$ cat src/rtl/core/bol_pkg.sv
// shared types and constants for the bounded ordered list
package bol_pkg;

    localparam int CAPACITY   = 16;
    localparam int ENTRY_BITS = 16;
    localparam int POS_BITS   = 4;
    localparam int COUNT_BITS = 5;

    typedef enum logic [2:0] {
        ACT_APPEND,
        ACT_GET,
        ACT_INDEX_OF,
        ACT_INSERT_AT,
        ACT_REMOVE_AT,
        ACT_REMOVE_LAST,
        ACT_SET,
        ACT_SIZE
    } action_t;

    typedef enum logic [2:0] {
        ST_OK,
        ST_FULL,
        ST_BADPOS,
        ST_NOTFOUND,
        ST_ZERO
    } status_t;

    typedef struct packed {
        action_t               action;
        logic [POS_BITS-1:0]   position;
        logic [ENTRY_BITS-1:0] entry;
    } cmd_item_t;

    typedef struct packed {
        status_t               status;
        logic [ENTRY_BITS-1:0] entry_out;
        logic [POS_BITS-1:0]   index_out;
        logic [COUNT_BITS-1:0] count_out;
    } rsp_item_t;

    typedef enum logic [2:0] {
        S_IDLE,
        S_EXEC,
        S_GET,
        S_SEARCH_RD,
        S_SEARCH_CMP,
        S_SHIFT_RD,
        S_SHIFT_WR,
        S_DONE
    } state_t;

    typedef enum logic [1:0] {
        RD_POS,
        RD_PTR,
        RD_NEIGHBOR
    } rd_src_t;

    typedef enum logic [1:0] {
        WR_APPEND,
        WR_POS,
        WR_SHIFT
    } wr_src_t;

    typedef enum logic [1:0] {
        PTR_ZERO,
        PTR_COUNT,
        PTR_POS
    } ptr_src_t;

    typedef struct packed {
        logic     load;
        logic     rd_en;
        rd_src_t  rd_src;
        logic     wr_en;
        wr_src_t  wr_src;
        logic     ptr_load;
        ptr_src_t ptr_src;
        logic     ptr_step;
        logic     cnt_inc;
        logic     cnt_dec;
        logic     set_status;
        status_t  status_val;
        logic     take_entry;
        logic     take_index;
        logic     rsp_load;
    } ctl_cmd_t;

    typedef struct packed {
        action_t action;
        status_t check;
        logic    walk_more;
        logic    match;
        logic    rsp_busy;
    } dp_stat_t;

endpackage

$ cat src/rtl/core/bol_datapath.sv
// datapath: slot memory, count, walk pointer, item and result registers
module bol_datapath (
    input  logic                 clk,
    input  logic                 rst_n,
    input  bol_pkg::cmd_item_t   cmd,
    input  bol_pkg::ctl_cmd_t    ctl,
    output bol_pkg::dp_stat_t    stat,
    output logic                 rsp_valid,
    input  logic                 rsp_ready,
    output bol_pkg::rsp_item_t   rsp
);
    import bol_pkg::*;

    logic [ENTRY_BITS-1:0] mem [CAPACITY];
    logic [ENTRY_BITS-1:0] rd_data_reg;
    logic [POS_BITS-1:0]   rd_addr;
    logic [POS_BITS-1:0]   wr_addr;
    logic [ENTRY_BITS-1:0] wr_data;

    cmd_item_t             item_reg;
    logic [COUNT_BITS-1:0] count_reg;
    logic [COUNT_BITS-1:0] count_next;
    logic [POS_BITS-1:0]   ptr_reg;
    logic [POS_BITS-1:0]   ptr_next;
    logic [POS_BITS-1:0]   neighbor;
    logic                  is_insert;

    status_t               status_reg;
    logic [ENTRY_BITS-1:0] eout_reg;
    logic [POS_BITS-1:0]   iout_reg;
    rsp_item_t             rsp_reg;
    logic                  rsp_valid_reg;
    logic                  rsp_valid_next;

    logic                  entry_zero;
    logic                  full;
    logic                  pos_in;
    logic                  pos_le;
    status_t               check;

    assign is_insert  = (item_reg.action == ACT_INSERT_AT);
    assign neighbor   = is_insert ? ptr_reg - POS_BITS'(1) : ptr_reg + POS_BITS'(1);
    assign entry_zero = (item_reg.entry == '0);
    assign full       = (count_reg == COUNT_BITS'(CAPACITY));
    assign pos_in     = (COUNT_BITS'(item_reg.position) < count_reg);
    assign pos_le     = (COUNT_BITS'(item_reg.position) <= count_reg);

    always_comb
    begin
        check = ST_OK;
        unique case (item_reg.action)
            ACT_APPEND:
            begin
                if (entry_zero)
                    check = ST_ZERO;
                else if (full)
                    check = ST_FULL;
            end
            ACT_GET:
            begin
                if (!pos_in)
                    check = ST_BADPOS;
            end
            ACT_INDEX_OF:
            begin
                if (entry_zero)
                    check = ST_ZERO;
                else if (count_reg == '0)
                    check = ST_NOTFOUND;
            end
            ACT_INSERT_AT:
            begin
                if (entry_zero)
                    check = ST_ZERO;
                else if (full)
                    check = ST_FULL;
                else if (!pos_le)
                    check = ST_BADPOS;
            end
            ACT_REMOVE_AT:
            begin
                if (!pos_in)
                    check = ST_BADPOS;
            end
            ACT_REMOVE_LAST:
            begin
                if (count_reg == '0)
                    check = ST_BADPOS;
            end
            ACT_SET:
            begin
                if (entry_zero)
                    check = ST_ZERO;
                else if (!pos_in)
                    check = ST_BADPOS;
            end
            ACT_SIZE:
            begin
                check = ST_OK;
            end
            default:
            begin
                check = ST_OK;
            end
        endcase
    end

    always_comb
    begin
        stat.action    = item_reg.action;
        stat.check     = check;
        stat.match     = (rd_data_reg == item_reg.entry);
        stat.rsp_busy  = rsp_valid_reg && !rsp_ready;
        if (is_insert)
            stat.walk_more = (ptr_reg > item_reg.position);
        else
            stat.walk_more = ((COUNT_BITS'(ptr_reg) + COUNT_BITS'(1)) < count_reg);
    end

    always_comb
    begin
        unique case (ctl.rd_src)
            RD_POS:      rd_addr = item_reg.position;
            RD_PTR:      rd_addr = ptr_reg;
            RD_NEIGHBOR: rd_addr = neighbor;
            default:     rd_addr = ptr_reg;
        endcase
        unique case (ctl.wr_src)
            WR_APPEND:
            begin
                wr_addr = count_reg[POS_BITS-1:0];
                wr_data = item_reg.entry;
            end
            WR_POS:
            begin
                wr_addr = item_reg.position;
                wr_data = item_reg.entry;
            end
            WR_SHIFT:
            begin
                wr_addr = ptr_reg;
                wr_data = rd_data_reg;
            end
            default:
            begin
                wr_addr = ptr_reg;
                wr_data = rd_data_reg;
            end
        endcase
    end

    always_ff @(posedge clk)
    begin
        if (ctl.wr_en)
            mem[wr_addr] <= wr_data;
        if (ctl.rd_en)
            rd_data_reg <= mem[rd_addr];
    end

    always_comb
    begin
        ptr_next = ptr_reg;
        if (ctl.ptr_load)
        begin
            unique case (ctl.ptr_src)
                PTR_ZERO:  ptr_next = '0;
                PTR_COUNT: ptr_next = count_reg[POS_BITS-1:0];
                PTR_POS:   ptr_next = item_reg.position;
                default:   ptr_next = '0;
            endcase
        end
        else if (ctl.ptr_step)
        begin
            ptr_next = neighbor;
        end
    end

    always_comb
    begin
        count_next = count_reg;
        if (ctl.cnt_inc)
            count_next = count_reg + COUNT_BITS'(1);
        else if (ctl.cnt_dec)
            count_next = count_reg - COUNT_BITS'(1);
    end

    always_comb
    begin
        rsp_valid_next = rsp_valid_reg;
        if (ctl.rsp_load)
            rsp_valid_next = 1'b1;
        else if (rsp_ready)
            rsp_valid_next = 1'b0;
    end

    always_ff @(posedge clk or negedge rst_n)
    begin
        if (!rst_n)
        begin
            count_reg     <= '0;
            rsp_valid_reg <= 1'b0;
        end
        else
        begin
            count_reg     <= count_next;
            rsp_valid_reg <= rsp_valid_next;
        end
    end

    always_ff @(posedge clk)
    begin
        ptr_reg <= ptr_next;
        if (ctl.load)
        begin
            item_reg <= cmd;
            eout_reg <= '0;
            iout_reg <= '0;
        end
        if (ctl.set_status)
            status_reg <= ctl.status_val;
        if (ctl.take_entry)
            eout_reg <= rd_data_reg;
        if (ctl.take_index)
            iout_reg <= ptr_reg;
        if (ctl.rsp_load)
        begin
            rsp_reg.status    <= status_reg;
            rsp_reg.entry_out <= eout_reg;
            rsp_reg.index_out <= iout_reg;
            rsp_reg.count_out <= count_reg;
        end
    end

    assign rsp_valid = rsp_valid_reg;
    assign rsp       = rsp_reg;

endmodule

$ cat src/rtl/core/bol_controller.sv
// controller: sequences one action over the datapath
module bol_controller (
    input  logic               clk,
    input  logic               rst_n,
    input  logic               cmd_valid,
    output logic               cmd_ready,
    input  bol_pkg::dp_stat_t  stat,
    output bol_pkg::ctl_cmd_t  ctl
);
    import bol_pkg::*;

    state_t state_reg;
    state_t state_next;

    always_ff @(posedge clk or negedge rst_n)
    begin
        if (!rst_n)
            state_reg <= S_IDLE;
        else
            state_reg <= state_next;
    end

    always_comb
    begin
        state_next     = state_reg;
        ctl            = '0;
        ctl.rd_src     = RD_PTR;
        ctl.wr_src     = WR_SHIFT;
        ctl.ptr_src    = PTR_ZERO;
        ctl.status_val = ST_OK;
        cmd_ready      = 1'b0;
        unique case (state_reg)
            S_IDLE:
            begin
                cmd_ready = 1'b1;
                if (cmd_valid)
                begin
                    ctl.load   = 1'b1;
                    state_next = S_EXEC;
                end
            end
            S_EXEC:
            begin
                ctl.set_status = 1'b1;
                ctl.status_val = stat.check;
                state_next     = S_DONE;
                if (stat.check == ST_OK)
                begin
                    unique case (stat.action)
                        ACT_APPEND:
                        begin
                            ctl.wr_en   = 1'b1;
                            ctl.wr_src  = WR_APPEND;
                            ctl.cnt_inc = 1'b1;
                        end
                        ACT_GET:
                        begin
                            ctl.rd_en  = 1'b1;
                            ctl.rd_src = RD_POS;
                            state_next = S_GET;
                        end
                        ACT_INDEX_OF:
                        begin
                            ctl.ptr_load = 1'b1;
                            ctl.ptr_src  = PTR_ZERO;
                            state_next   = S_SEARCH_RD;
                        end
                        ACT_INSERT_AT:
                        begin
                            ctl.ptr_load = 1'b1;
                            ctl.ptr_src  = PTR_COUNT;
                            state_next   = S_SHIFT_RD;
                        end
                        ACT_REMOVE_AT:
                        begin
                            ctl.ptr_load = 1'b1;
                            ctl.ptr_src  = PTR_POS;
                            state_next   = S_SHIFT_RD;
                        end
                        ACT_REMOVE_LAST:
                        begin
                            ctl.cnt_dec = 1'b1;
                        end
                        ACT_SET:
                        begin
                            ctl.wr_en  = 1'b1;
                            ctl.wr_src = WR_POS;
                        end
                        ACT_SIZE:
                        begin
                            state_next = S_DONE;
                        end
                        default:
                        begin
                            state_next = S_DONE;
                        end
                    endcase
                end
            end
            S_GET:
            begin
                ctl.take_entry = 1'b1;
                state_next     = S_DONE;
            end
            S_SEARCH_RD:
            begin
                ctl.rd_en  = 1'b1;
                ctl.rd_src = RD_PTR;
                state_next = S_SEARCH_CMP;
            end
            S_SEARCH_CMP:
            begin
                priority if (stat.match)
                begin
                    ctl.take_index = 1'b1;
                    state_next     = S_DONE;
                end
                else if (stat.walk_more)
                begin
                    ctl.ptr_step = 1'b1;
                    state_next   = S_SEARCH_RD;
                end
                else
                begin
                    ctl.set_status = 1'b1;
                    ctl.status_val = ST_NOTFOUND;
                    state_next     = S_DONE;
                end
            end
            S_SHIFT_RD:
            begin
                if (stat.walk_more)
                begin
                    ctl.rd_en  = 1'b1;
                    ctl.rd_src = RD_NEIGHBOR;
                    state_next = S_SHIFT_WR;
                end
                else
                begin
                    if (stat.action == ACT_INSERT_AT)
                    begin
                        ctl.wr_en   = 1'b1;
                        ctl.wr_src  = WR_POS;
                        ctl.cnt_inc = 1'b1;
                    end
                    else
                    begin
                        ctl.cnt_dec = 1'b1;
                    end
                    state_next = S_DONE;
                end
            end
            S_SHIFT_WR:
            begin
                ctl.wr_en    = 1'b1;
                ctl.wr_src   = WR_SHIFT;
                ctl.ptr_step = 1'b1;
                state_next   = S_SHIFT_RD;
            end
            S_DONE:
            begin
                if (!stat.rsp_busy)
                begin
                    ctl.rsp_load = 1'b1;
                    state_next   = S_IDLE;
                end
            end
            default:
            begin
                state_next = S_IDLE;
            end
        endcase
    end

endmodule

$ cat src/rtl/core/bounded_ordered_list_top.sv
// top level of the bounded ordered list
// usage:
//   cmd channel (cmd_valid/cmd_ready/cmd) carries one action with position and entry
//   rsp channel (rsp_valid/rsp_ready/rsp) returns one result per action:
//   status, entry read by get, index found by index_of and the entry count
// sequence:
//   append, set, remove_last, size and every rejected action: checked and executed
//   in S_EXEC, then the result is loaded in S_DONE; get adds a registered read in S_GET
//   index_of: slots compared from slot 0 up to a match or the last entry, one memory read per compare
//   insert_at / remove_at: entries moved one by one, a read and a write of the
//   slot memory per move, in separate states (S_SHIFT_RD, S_SHIFT_WR)
//   the next action is taken in the cycle after the result is loaded
// reset: entry count cleared, list empty, no result pending; slots are not cleared
// stall: the result register holds while rsp_ready is low; the next action is
// still accepted and worked, and waits only when its own result is ready
module bounded_ordered_list_top (
    input  logic               clk,
    input  logic               rst_n,
    input  logic               cmd_valid,
    output logic               cmd_ready,
    input  bol_pkg::cmd_item_t cmd,
    output logic               rsp_valid,
    input  logic               rsp_ready,
    output bol_pkg::rsp_item_t rsp
);
    import bol_pkg::*;

    ctl_cmd_t ctl;
    dp_stat_t stat;

    bol_controller u_ctrl (
        .clk       (clk),
        .rst_n     (rst_n),
        .cmd_valid (cmd_valid),
        .cmd_ready (cmd_ready),
        .stat      (stat),
        .ctl       (ctl)
    );

    bol_datapath u_dp (
        .clk       (clk),
        .rst_n     (rst_n),
        .cmd       (cmd),
        .ctl       (ctl),
        .stat      (stat),
        .rsp_valid (rsp_valid),
        .rsp_ready (rsp_ready),
        .rsp       (rsp)
    );

endmodule

$ cat config.mk
export PLATFORM = sky130hd
export DESIGN_NAME = bounded_ordered_list_top
export DESIGN_NICKNAME = d
export VERILOG_FILES = /design/src/rtl/core/bol_pkg.sv /design/src/rtl/core/bol_datapath.sv /design/src/rtl/core/bol_controller.sv /design/src/rtl/core/bounded_ordered_list_top.sv
export SDC_FILE = /design/constraint.sdc
export NUM_CORES = 1
export LEC_CHECK = 0
export BUFFER_PORTS_ARGS = -buffer_cell sky130_fd_sc_hd__buf_2
export CORE_MARGIN = 2
export CORE_UTILIZATION = 48
export DETAILED_ROUTE_END_ITERATION = 16
export GPL_ROUTABILITY_DRIVEN = 0
export PLACE_DENSITY_LB_ADDON = 0.05
export SYNTH_ARGS = -nofsm -noshare
export SYNTH_HDL_FRONTEND = slang
export SYNTH_SLANG_ARGS = --single-unit
$ cat constraint.sdc
create_clock -name clk -period 4.38 [get_ports clk]
set_input_delay 0.219 -clock clk [delete_from_list [all_inputs] [get_ports clk]]
set_output_delay 0.219 -clock clk [all_outputs]
set_load 0.03 [all_outputs]
==> flow_summary.ini <==
[outcome]
status = finished clean

[synthesis]
synthFlopType = edfxtp_1
netlist_top_cells_area = edfxtp_1 (70%), mux2i_1 (8.5%), o22ai_1 (2.7%), ha_1 (1.7%), dfrtp_1 (1.5%)
synth_compound_area_frac = 0.0678
synth_mux_area_frac = 0.0987
yosys_warnings = 0
synth_nets = 978
post_synth.cell_area_avg_um2 = 16.2
synth-simple-area-share = 0.0654
synth_top_cell_by_area = edfxtp_1
syn_inst = 929
seq_area_frac_synth = 0.714
synth_seq_cells = 359
async_flop_share = 0.0251
synth_commonest_cells = edfxtp_1 (350), mux2i_1 (128), o22ai_1 (65)
synth_edf_count = 350
synth_top_family_by_area = multiplexers
yosysMostFrequentCell = edfxtp_1
synth_top_area_frac = 0.699
synth_cell_types = 66
netlist_area_mm2 = 0.0150
synth-xor-area-share = 0.0157
synthAdderAreaFrac = 0.0193

[setup_path]
critPathKind = reg -> reg
cpPeakStageDelay_ns = 0.64
cp-end-kind = register
r2r_slack_ns = 0.28
slowest_stage = or4_1
arrival_ns = 4.34
path_max_fanout = 28
r2r_cells = 12
reg2reg_to = u_dp.rd_data_reg[15]$_DFFE_PP_
r2r-start = u_dp.ptr_reg[0]$_DFFE_PP_
crit_path_cell_trace = ha_1, xor2_1, ha_1, a211o_1, a31oi_1, o21a_1, nor2_1, o221ai_4, buf_12, mux2i_1, o22ai_1, or4_1
crit_required_ns = 4.62
cp-start-kind = register
crit_top_cell = ha_1

[global_route]
grt_pass1_wl_mm = 53.2
antenna_found_initial = 1
grt_overflow = 0
grt_usage = 0.218
grt_start_max_net_pins = 30
first_global_vias = 8715

[power_and_ir_drop]
clkPwrFrac = 0.218
vdd_drop_max_v = 0.000382
power.leakage_nw = 6.23
power_switching_share = 0.362
share_seq_of_total_power = 0.389
power_w = 0.0133
power.density_mw_per_mm2 = 761
combPwrFrac = 0.394
p_int_w = 0.00845
p_sw_w = 0.00480

[detailed_routing]
drt-pass1-iter-count = 5
drcViolationCount = 0
drtIter0Drc = 664
route.vias.total = 8653
via_per_inst = 5.87
drtAntennaViolNets = 0
routed_wl_mm = 35.6
wl_per_cell_um = 24.2

[timing]
max_freq_mhz = 244
whs_ns = 0.0590
tns_ns = 0
drv_slew = 0
setup_viol = 0
period_minus_slack_ns = 4.10
worst_slew_margin_rel = 0.464
post-route-period-util = 0.936
rsz0062_at_grt = no
fin_skew_ns = 0.0102
final_hold_viol_count = 0
worst_pin_slew_ns = 0.797

[floorplanning]
num_rows = 64
ios = 57
die_w_um = 181
coreArea_mm2 = 0.0307
die_area_mm2 = 0.0327
initial_core_util = 0.489
die_height_um = 181

[cells_and_area]
largest_reg_flops = 256
utilization = 0.566
antennaDiodeCount = 0
drive_gt1_frac = 0.191
fillers = 2416
final_nets = 1103
syn_to_final_growth_pct = 15.8

[clocking]
cts_made_buffers = 39
cts_tree = yes
cts_root_buffer = clkbuf_16
clock_latency_ns = 0.53
h-tree-depth = 2
clkSlewWorstSetupHoldPaths_ns = 0.06
cts_sinks = 359
clock_path_buffers = 3

[worst_hold_path]
hold_path_depth = 3
min_path_type = in -> reg
hold_path_end = u_dp.rsp_valid$_DFFE_PN0P_
hold_path.startpoint = rsp_ready

[placed_design]
hpwl_mm = 22.9
port_buffers = 56

[run]
max-cap-violations = 0
worst max-delay path by stage:
stage                                             start                        endpoint  slack, ns
after floorplan           u_dp.count_reg[1]$_DFFE_PN0P_        u_dp.mem[5][0]$_DFFE_PP_       0.48
after global placement    u_dp.count_reg[1]$_DFFE_PN0P_       u_dp.mem[12][7]$_DFFE_PP_       0.25
after detailed placement  u_dp.count_reg[1]$_DFFE_PN0P_       u_dp.mem[12][7]$_DFFE_PP_       0.16
after CTS                 u_dp.count_reg[1]$_DFFE_PN0P_       u_dp.mem[12][8]$_DFFE_PP_       0.15
after global routing          u_dp.ptr_reg[0]$_DFFE_PP_  u_dp.rd_data_reg[15]$_DFFE_PP_       0.03
final                         u_dp.ptr_reg[0]$_DFFE_PP_  u_dp.rd_data_reg[15]$_DFFE_PP_       0.28
kinds of logic after synthesis:
group / after synthesis
buf+inv: 60
compound gates: 147
xor+xnor: 27
simple gates: 168
flops: 359
fa+ha+maj: 22
mux: 146
cells in the final DEF, fill, tap and decap left out, types with 8 or more instances in the layout:
master           n
o22ai_1         65
xnor2_1         22
inv_1           17
clkbuf_16       39
dfrtp_1          9
nor4_1           8
nand2_1         25
buf_2           56
and2_1          22
o21ai_0         17
mux2_2          18
or4_1           18
nor2_1          16
a21oi_1         12
clkinv_1         9
edfxtp_1       350
buf_4           41
mux2i_1        128
nand3_1          9
clkbuf_1         9
ha_1            20
dlygate4sd3_1   24
nor2_2          14
power by group through the flow:
stage                     Clock [W]  Sequential [W]  Combinational, W
after floorplan                   0         0.00525           0.00344
after global placement            0         0.00520           0.00504
after detailed placement          0         0.00522           0.00518
after CTS                   0.00295         0.00515           0.00521
after global routing        0.00310         0.00520           0.00562
final                       0.00288         0.00515           0.00522
metrics by stage:
step / cell area [µm²] / instances / worst slack, ns
global placement: 16100 / 1385 / 0.251
detailed placement: 16100 / 1385 / 0.158
finish: 17400 / 1474 / 0.279
global route: 17400 / 1474 / 0.0291
CTS: 17400 / 1474 / 0.151
floorplan: 15000 / 929 / 0.478
final cells by class:
cell class	instances	area [µm²]	share of cell area
well taps	396	495	0.0285
clock inverters	17	92.6	0.00532
clock buffers	48	1010	0.0580
flip-flops and latches	359	10700	0.617
repair buffers	126	928	0.0533
inverters	18	67.6	0.00388
multi-input cells	510	4080	0.234
critical path, delay by kind of cell (launching register included):
kind,cells,cell delay [ns]
buffers and inverters,1,0.30
multiplexers,1,0.25
adder cells (fa/ha/maj),2,0.54
AO/OA/AOI/OAI,5,1.44
flip-flops,1,0.39
AND/OR/NAND/NOR,2,0.74
XOR/XNOR,1,0.15
what timing repair did:
item | 4_1_cts | 5_1_grt
resized for setup | 0 | 2
hold buffers | 24 | 0
hold endpoints to repair | 32 | 0
setup endpoints to repair | 0 | 224
buffers inserted | 0 | 0
per-layer routing:
layer / GRT usage / share of wire / vias to the layer above
li1: - / - / 3926
met1: 0.311 / 0.45 / 4343
met2: 0.350 / 0.46 / 311
met3: 0.0349 / 0.063 / 73
met4: 0.0631 / 0.028 / 0
met5: 0 / 0 / -
(Power assumes the default switching activity.)
